## config.mk

```make
export PLATFORM = sky130hd
export DESIGN_NAME = earliest_free_server_dispatch
export DESIGN_NICKNAME = d
export VERILOG_FILES = /design/src/rtl/core/efsd_pkg.sv /design/src/rtl/core/efsd_ram.sv /design/src/rtl/core/earliest_free_server_dispatch.sv
export SDC_FILE = /design/constraint.sdc
export NUM_CORES = 1
export LEC_CHECK = 0
export ABC_AREA = 1
export CORE_MARGIN = 10
export CORE_UTILIZATION = 50
export CTS_BUF_LIST = sky130_fd_sc_hd__clkbuf_16
export CTS_CLUSTER_DIAMETER = 120
export CTS_CLUSTER_SIZE = 14
export DETAILED_ROUTE_END_ITERATION = 7
export DONT_BUFFER_PORTS = 1
export GPL_ROUTABILITY_DRIVEN = 0
export PLACE_DENSITY_LB_ADDON = 0.2
export SKIP_LAST_GASP = 1
export SLEW_MARGIN = 10
export SYNTH_ARGS = -nofsm -noshare
export SYNTH_HDL_FRONTEND = slang
export SYNTH_SLANG_ARGS = --single-unit
```

## constraint.sdc

```tcl
create_clock -name clk -period 13.65 [get_ports clk]
set_input_delay 0.6825 -clock clk [delete_from_list [all_inputs] [get_ports clk]]
set_output_delay 0.6825 -clock clk [all_outputs]
set_load 0.01 [all_outputs]
```

## src/rtl/core/efsd_pkg.sv

```systemverilog
package efsd_pkg;

  localparam int MAX_SERVERS = 16;
  localparam int SIDX_W      = (MAX_SERVERS > 1) ? $clog2(MAX_SERVERS) : 1;

  localparam int NUM_W     = 5;
  localparam int TOD_W     = 17;
  localparam int CFG_W     = 17;
  localparam int CFG_IDX_W = 2;
  localparam int ARR_W     = 17;
  localparam int SVC_W     = 14;
  localparam int TIME_W    = 32;
  localparam int TOTAL_W   = 48;
  localparam int COUNT_W   = 16;
  localparam int IDX_OUT_W = 4;

  localparam logic [ARR_W-1:0] SECS_PER_HOUR = ARR_W'(3600);
  localparam logic [ARR_W-1:0] SECS_PER_MIN  = ARR_W'(60);
  localparam logic [SVC_W-1:0] SVC_PER_MIN   = SVC_W'(60);

  localparam logic [NUM_W-1:0] NUM_RESET   = NUM_W'(1);
  localparam logic [TOD_W-1:0] OPEN_RESET  = TOD_W'(8 * 3600);
  localparam logic [TOD_W-1:0] CLOSE_RESET = TOD_W'(17 * 3600);

  localparam logic [CFG_IDX_W-1:0] CFG_NUM_SERVERS = 2'd0;
  localparam logic [CFG_IDX_W-1:0] CFG_OPEN_TIME   = 2'd1;
  localparam logic [CFG_IDX_W-1:0] CFG_CLOSE_TIME  = 2'd2;

  typedef enum logic [2:0] {
    S_IDLE,
    S_PREP,
    S_SCAN,
    S_LAST,
    S_CALC,
    S_WRITE,
    S_DONE
  } state_t;

  typedef struct packed {
    logic       new_day;
    logic [4:0] arrive_hour;
    logic [5:0] arrive_minute;
    logic [5:0] arrive_second;
    logic [7:0] service_minutes;
  } in_item_t;

  typedef struct packed {
    logic                 served;
    logic [IDX_OUT_W-1:0] server_index;
    logic [TIME_W-1:0]    wait_seconds;
    logic [TOTAL_W-1:0]   total_wait_seconds;
    logic [COUNT_W-1:0]   served_count;
  } out_item_t;

endpackage

```

## src/rtl/core/efsd_ram.sv

```systemverilog
module efsd_ram #(
  parameter int WIDTH = 32,
  parameter int DEPTH = 16
) (
  input  logic                                       clk,
  input  logic                                       we,
  input  logic [((DEPTH > 1) ? $clog2(DEPTH) : 1)-1:0] waddr,
  input  logic [WIDTH-1:0]                           wdata,
  input  logic [((DEPTH > 1) ? $clog2(DEPTH) : 1)-1:0] raddr,
  output logic [WIDTH-1:0]                           rdata
);

  logic [WIDTH-1:0] mem [DEPTH];

  always_ff @(posedge clk) begin
    if (we) begin
      mem[waddr] <= wdata;
    end
    rdata <= mem[raddr];
  end

endmodule

```

## src/rtl/core/earliest_free_server_dispatch.sv

```systemverilog
// Channel  Direction  Handshake                Payload
// in_      input      in_valid / in_ready      in_item  (efsd_pkg::in_item_t)
// out_     output     out_valid / out_ready    out_item (efsd_pkg::out_item_t)
// cfg_     input      cfg_we                   cfg_idx, cfg_wdata
//
// A served item runs through prep, a scan of the n servers in use, last, calc,
// write and done before the next accept; the free-time memory gives one entry per
// cycle to the minimum scan. An item after closing goes from prep to done.
// Reset is synchronous and clears the per-server valid bits; no clearing pass.
// A stalled output register holds; the next item runs until its result is due.
module earliest_free_server_dispatch (
  input  logic                                     clk,
  input  logic                                     rst_n,
  input  logic                                     in_valid,
  output logic                                     in_ready,
  input  efsd_pkg::in_item_t                       in_item,
  output logic                                     out_valid,
  input  logic                                     out_ready,
  output efsd_pkg::out_item_t                      out_item,
  input  logic                                     cfg_we,
  input  logic [efsd_pkg::CFG_IDX_W-1:0]           cfg_idx,
  input  logic [efsd_pkg::CFG_W-1:0]               cfg_wdata
);
  import efsd_pkg::*;

  state_t state_r, state_nxt;

  logic [NUM_W-1:0]       num_r;
  logic [TOD_W-1:0]       open_r;
  logic [TOD_W-1:0]       close_r;
  logic [TOD_W-1:0]       day_open_r;

  in_item_t               item_r;
  logic [ARR_W-1:0]       arrive_r;
  logic [SVC_W-1:0]       svc_r;
  logic                   closed_r;
  logic                   serve_r;
  logic [MAX_SERVERS-1:0] vld_r;

  logic [SIDX_W-1:0]      scan_idx_r;
  logic [SIDX_W-1:0]      rd_idx_r;
  logic                   rd_pend_r;
  logic [SIDX_W-1:0]      best_idx_r;
  logic [TIME_W-1:0]      best_time_r;

  logic [TIME_W-1:0]      wait_r;
  logic [TIME_W-1:0]      next_r;
  logic [TOTAL_W-1:0]     total_r;
  logic [COUNT_W-1:0]     count_r;

  out_item_t              out_r;
  logic                   out_valid_r;

  logic [SIDX_W-1:0]      last_idx;
  logic [ARR_W-1:0]       arrive_c;
  logic [SVC_W-1:0]       svc_c;
  logic                   closed_eff;
  logic                   closed_c;
  logic [TIME_W-1:0]      ram_rdata;
  logic [TIME_W-1:0]      rd_time;
  logic                   take_c;
  logic                   busy_c;
  logic [TIME_W-1:0]      base_c;
  logic [TIME_W:0]        next_c;
  logic [TOTAL_W:0]       total_sum;
  logic                   ram_we;
  logic                   out_load;
  logic                   scan_en;

  always_comb begin
    if (num_r == '0) begin
      last_idx = '0;
    end else if (32'(num_r) > MAX_SERVERS) begin
      last_idx = SIDX_W'(MAX_SERVERS - 1);
    end else begin
      last_idx = SIDX_W'(num_r - NUM_W'(1));
    end
  end

  assign arrive_c = ARR_W'(item_r.arrive_hour) * SECS_PER_HOUR
                  + ARR_W'(item_r.arrive_minute) * SECS_PER_MIN
                  + ARR_W'(item_r.arrive_second);
  assign svc_c    = SVC_W'(item_r.service_minutes) * SVC_PER_MIN;

  assign closed_eff = closed_r && !item_r.new_day;
  assign closed_c   = closed_eff || (arrive_c > close_r);

  assign rd_time = vld_r[rd_idx_r] ? ram_rdata : TIME_W'(day_open_r);
  assign take_c  = (rd_idx_r == '0) || (rd_time < best_time_r);

  assign busy_c    = best_time_r > TIME_W'(arrive_r);
  assign base_c    = busy_c ? best_time_r : TIME_W'(arrive_r);
  assign next_c    = {1'b0, base_c} + (TIME_W + 1)'(svc_r);
  assign total_sum = {1'b0, total_r} + (TOTAL_W + 1)'(wait_r);

  efsd_ram #(
    .WIDTH (TIME_W),
    .DEPTH (MAX_SERVERS)
  ) u_free_ram (
    .clk   (clk),
    .we    (ram_we),
    .waddr (best_idx_r),
    .wdata (next_r),
    .raddr (scan_idx_r),
    .rdata (ram_rdata)
  );

  always_comb begin
    state_nxt = state_r;
    unique case (state_r)
      S_IDLE: begin
        if (in_valid) begin
          state_nxt = S_PREP;
        end
      end
      S_PREP: begin
        state_nxt = closed_c ? S_DONE : S_SCAN;
      end
      S_SCAN: begin
        if (scan_idx_r == last_idx) begin
          state_nxt = S_LAST;
        end
      end
      S_LAST:  state_nxt = S_CALC;
      S_CALC:  state_nxt = S_WRITE;
      S_WRITE: state_nxt = S_DONE;
      S_DONE: begin
        if (out_load) begin
          state_nxt = S_IDLE;
        end
      end
      default: state_nxt = S_IDLE;
    endcase
  end

  always_comb begin
    in_ready = 1'b0;
    ram_we   = 1'b0;
    scan_en  = 1'b0;
    out_load = 1'b0;
    unique case (state_r)
      S_IDLE:  in_ready = 1'b1;
      S_SCAN:  scan_en  = 1'b1;
      S_WRITE: ram_we   = 1'b1;
      S_DONE:  out_load = !out_valid_r || out_ready;
      default: ;
    endcase
  end

  always_ff @(posedge clk) begin
    if (!rst_n) begin
      state_r    <= S_IDLE;
      num_r      <= NUM_RESET;
      open_r     <= OPEN_RESET;
      close_r    <= CLOSE_RESET;
      day_open_r <= OPEN_RESET;
      vld_r      <= '0;
      closed_r   <= 1'b0;
      total_r    <= '0;
      count_r    <= '0;
      rd_pend_r  <= 1'b0;
      out_valid_r <= 1'b0;
    end else begin
      state_r   <= state_nxt;
      rd_pend_r <= scan_en;

      if (cfg_we) begin
        unique case (cfg_idx)
          CFG_NUM_SERVERS: num_r   <= cfg_wdata[NUM_W-1:0];
          CFG_OPEN_TIME:   open_r  <= cfg_wdata[TOD_W-1:0];
          CFG_CLOSE_TIME:  close_r <= cfg_wdata[TOD_W-1:0];
          default: ;
        endcase
      end

      if (state_r == S_PREP) begin
        if (item_r.new_day) begin
          vld_r      <= '0;
          total_r    <= '0;
          count_r    <= '0;
          day_open_r <= open_r;
        end
        closed_r <= closed_c;
      end

      if (ram_we) begin
        vld_r[best_idx_r] <= 1'b1;
        total_r <= total_sum[TOTAL_W] ? '1 : total_sum[TOTAL_W-1:0];
        if (count_r != '1) begin
          count_r <= count_r + COUNT_W'(1);
        end
      end

      if (out_load) begin
        out_valid_r <= 1'b1;
      end else if (out_ready) begin
        out_valid_r <= 1'b0;
      end
    end
  end

  always_ff @(posedge clk) begin
    if (in_valid && in_ready) begin
      item_r <= in_item;
    end

    if (state_r == S_PREP) begin
      arrive_r   <= arrive_c;
      svc_r      <= svc_c;
      serve_r    <= !closed_c;
      scan_idx_r <= '0;
    end else if (scan_en) begin
      scan_idx_r <= scan_idx_r + SIDX_W'(1);
    end

    if (scan_en) begin
      rd_idx_r <= scan_idx_r;
    end

    if (rd_pend_r && take_c) begin
      best_idx_r  <= rd_idx_r;
      best_time_r <= rd_time;
    end

    if (state_r == S_CALC) begin
      wait_r <= busy_c ? (best_time_r - TIME_W'(arrive_r)) : '0;
      next_r <= next_c[TIME_W] ? '1 : next_c[TIME_W-1:0];
    end

    if (out_load) begin
      out_r.served             <= serve_r;
      out_r.server_index       <= serve_r ? IDX_OUT_W'(best_idx_r) : '0;
      out_r.wait_seconds       <= serve_r ? wait_r : '0;
      out_r.total_wait_seconds <= total_r;
      out_r.served_count       <= count_r;
    end
  end

  assign out_valid = out_valid_r;
  assign out_item  = out_r;

endmodule

```

==> results.sh <==
export IMPL_clock_root_buffer="clkbuf_16"
export IMPL_nNetsFinal=4269
export IMPL_timing_worst_slew_pin_value_ps=1063
export IMPL_total_switching_power_mw=3.807
export IMPL_fin_cells=5229
export IMPL_synth_top_cells_by_area="edfxtp_1, dfxtp_1, ha_1, o21ai_0, nand2_1"
export IMPL_crit_slowest_cell="fa_1"
export IMPL_synth_seq_area_share=0.6167
export IMPL_min_from="in_item[15]"
export IMPL_design_portCount=153
export IMPL_setup_buffers_after_cts=0
export IMPL_drt_initial_drc_count=2970
export IMPL_drt_vias_per_instance=5.704
export IMPL_synth_edf_count=773
export IMPL_cts_htree_levels=3
export IMPL_hpwl_um=68990
export IMPL_post_drt_wl_per_cell_um=21.24
export IMPL_cp_slowest_stage_delay_ps=520
export IMPL_power_per_cell_area_nw_per_um2=209.6
export IMPL_grtUsageMet3=0.02803
export IMPL_share_clk_of_total_power=0.210
export IMPL_synth_nets=4321
export IMPL_ant_nets=0
export IMPL_met2_usage=0.3553
export IMPL_fmax_mhz=164.2
export IMPL_rsz0062_at_grt="false"
export IMPL_floorplan_die_area_um2=99020
export IMPL_syn_area_um2=43420
export IMPL_whs_path_depth=0
export IMPL_critical_path_class="register to register"
export IMPL_core_region_area_um2=86480
export IMPL_setup_worst_path_end_class="register"
export IMPL_synthDistinctLibCells=56
export IMPL_most_common_layout_cells="edfxtp_1, nand2_1, nor2_1"
export IMPL_layout_filler_cells=7632
export IMPL_place_port_buffers=0
export IMPL_comb_power_share=0.383
export IMPL_crit_reg2reg_capture="state_r[2]"
export IMPL_hold_viol_final=0
export IMPL_final_slew_viol_count=0
export IMPL_cp_launch_type="register"
export IMPL_clock_latency_ps=650
export IMPL_timing_final_crit_share=0.4462
export IMPL_cpMostUsedCell="nand2_1"
export IMPL_dp_cells=5087
export IMPL_chipWidth_um=314.7
export IMPL_rr_worst_depth=36
export IMPL_setup_viol=0
export IMPL_synth_largest_area_cell="edfxtp_1"
export IMPL_most_frequently_used_flop_master_after_synthesis="edfxtp_1"
export IMPL_routed_wl_um=111100
export IMPL_static_leakage_power_nw=17.51
export IMPL_synth_warning_count=0
export IMPL_worst_endpoint_required_ps=14190
export IMPL_max_cap_violations=0
export IMPL_final_layout_size_suffix_gt1_frac=0.05032
export IMPL_routed_via_count=29830
export IMPL_areaGrowthSynthToFinish_pct=8.164
export IMPL_postLayoutCellArea_um2=46960
export IMPL_number_of_diodes_added_for_antenna_fixing=0
export IMPL_vdd_ir_drop_worst_mv=0.2218
export IMPL_grt_first_pass_wirelength_um=170100
export IMPL_clock_transition_at_the_registers_of_the_reported_paths_ps=80
export IMPL_grt_antenna_before_repair=0
export IMPL_grt_ovfl_total=0
export IMPL_grt_pass1_vias=28700
export IMPL_cts_tree="done"
export IMPL_ys_async_sr_fraction=0
export IMPL_grt_max_degree=136
export IMPL_run_status="finished clean"
export IMPL_portion_of_total_power_attributed_to_sequential_cells=0.408
export IMPL_synth_avg_cell_area_um2=10.69
export IMPL_top_usage_layer="met2"
export IMPL_reg2reg_from="item_r[17]"
export IMPL_grtUsageMet1=0.3078
export IMPL_worstPathArrival_ps=6630
export IMPL_synthesis_instances=4063
export IMPL_netlist_area_leader_share=0.5347
export IMPL_cts_repair_resized=0
export IMPL_postPlaceCellArea_um2=44670
export IMPL_post_route_minimum_period_ps=6091
export IMPL_hold_buffers=0
export IMPL_reg2reg_slack_ps=7560
export IMPL_drc_errors=0
export IMPL_die_y_um=314.7
export IMPL_max_slew_margin=0.2915
export IMPL_placementRows=108
export IMPL_commonest_non_fill_non_tap_cell_in_the_layout="edfxtp_1"
export IMPL_hold_path_endpoint="item_r[15]"
export IMPL_tritoncts_buffers=77
export IMPL_maximum_number_of_buffers_from_clock_root_to_sink=3
export IMPL_swShare=0.3869
export IMPL_fin_setup_tns_ps=0
export IMPL_classification_of_the_worst_slack_hold_path="input port to register"
export IMPL_crit_path_max_fanout=4
export IMPL_intPower_mw=6.033
export IMPL_grt_util_all_layers=0.2197
export IMPL_worst_clock_skew_ps=31.80
export IMPL_detailedRoute_firstPassIterationCount=5
export IMPL_clock_sink_count=951
export IMPL_start_util=0.5020
export IMPL_synth_ff_latch_count=951
through the flow:
stage	worst slack, ps	hold WS, ps	utilization	total power, mW
2_1_floorplan	2526	406.4	-	6.770
3_3_place_gp	7748	433.0	0.5165	7.756
3_5_place_dp	7613	439.7	0.5165	7.827
4_1_cts	7552	82.65	0.5430	9.906
5_1_grt	6950	94.25	0.5430	10.58
6_report	7559	123.4	0.5430	9.841
power groups by stage:
stage	clock network, mW	registers, mW	logic, mW
final	2.06	4.01	3.76
after floorplan	0	3.87	2.90
after detailed placement	0	4.08	3.75
after global routing	2.21	4.04	4.33
after global placement	0	4.08	3.68
after CTS	2.11	4.01	3.78
synth_stat cells (3+ instances only):
master     number
o21ai_1         3
inv_1         393
nand3_1       177
or2_2          11
o22ai_1        14
a21o_1          9
nand3_2        10
nor4_1         13
a211oi_1        7
nand2_1       546
a31oi_1        17
a21oi_1       242
xor2_1         53
clkinv_1        5
clkbuf_1      153
o21bai_1        8
inv_2           4
o211ai_1       26
buf_2           6
nand4_1        25
xnor2_1        32
nand2_2         6
dfxtp_1       178
a2111oi_0       4
nor2_2          6
o21a_1         10
a31o_2          3
o221ai_1      121
fa_1           31
nand3b_1        6
ha_1          177
o21ai_0       432
buf_1           7
and2_1          4
nor2_1        484
edfxtp_1      773
nor3_1         41
buf_6           4
how the worst max path moves through the flow:
| stage | depth (start not counted) | startpoint | end |
|---|---|---|---|
| 2_1_floorplan | 2 | out_ready | out_item[0] |
| 3_3_place_gp | 36 | item_r[17] | state_r[2] |
| 3_5_place_dp | 31 | item_r[14] | state_r[2] |
| 4_1_cts | 36 | item_r[17] | state_r[2] |
| 5_1_grt | 36 | item_r[17] | state_r[2] |
| 6_report | 36 | item_r[17] | state_r[2] |
logic make-up (layout without fill, tap and decap cells):
logic type / after synthesis / count (layout) / synth area share
compound gates: 904 / 904 / 0.1203
xor+xnor: 85 / 85 / 0.01715
fa+ha+maj: 208 / 208 / 0.06530
buf+inv: 576 / 587 / 0.05092
flops: 951 / 951 / 0.6167
simple gates: 1339 / 1339 / 0.1295
state kept, by name (all words and copies together), names as in the netlist, 26 cells and up:
signal,count
next_r,32
wait_r,32
u_free_ram.rdata,32
best_time_r,32
u_free_ram.mem,512
total_r,48
out_item,101
item_r,26
worst max-delay path: cells and delay by family, from the launching register on:
kind                       cells  cell delay (ps)
xor gates and xnor gates       2              310
and+or+nand+nor               15             1590
adders and majority gates      6             2280
AOI/OAI and AO/OA              7              910
buffers and inverters          6              460
DFF                            1              430
cell type report:
class | instances | area [um^2] | share of cell area
tap | 1155 | 1445 | 0.03077
clock buffer | 77 | 1927 | 0.04103
timing repair buffer | 41 | 307.8 | 0.006554
clock inverter | 65 | 365.4 | 0.007780
multi-input combinational | 2536 | 14600 | 0.3110
sequential | 951 | 26790 | 0.5704
inverter | 404 | 1526 | 0.03251
layer usage:
| layer | wire length [um] | vias up |
|---|---|---|
| met5 | 0 | - |
| met4 | 3121 | 0 |
| met3 | 6956 | 187 |
| met2 | 52370 | 1022 |
| met1 | 48630 | 14460 |
| li1 | - | 14160 |
(Power assumes the default switching activity.)
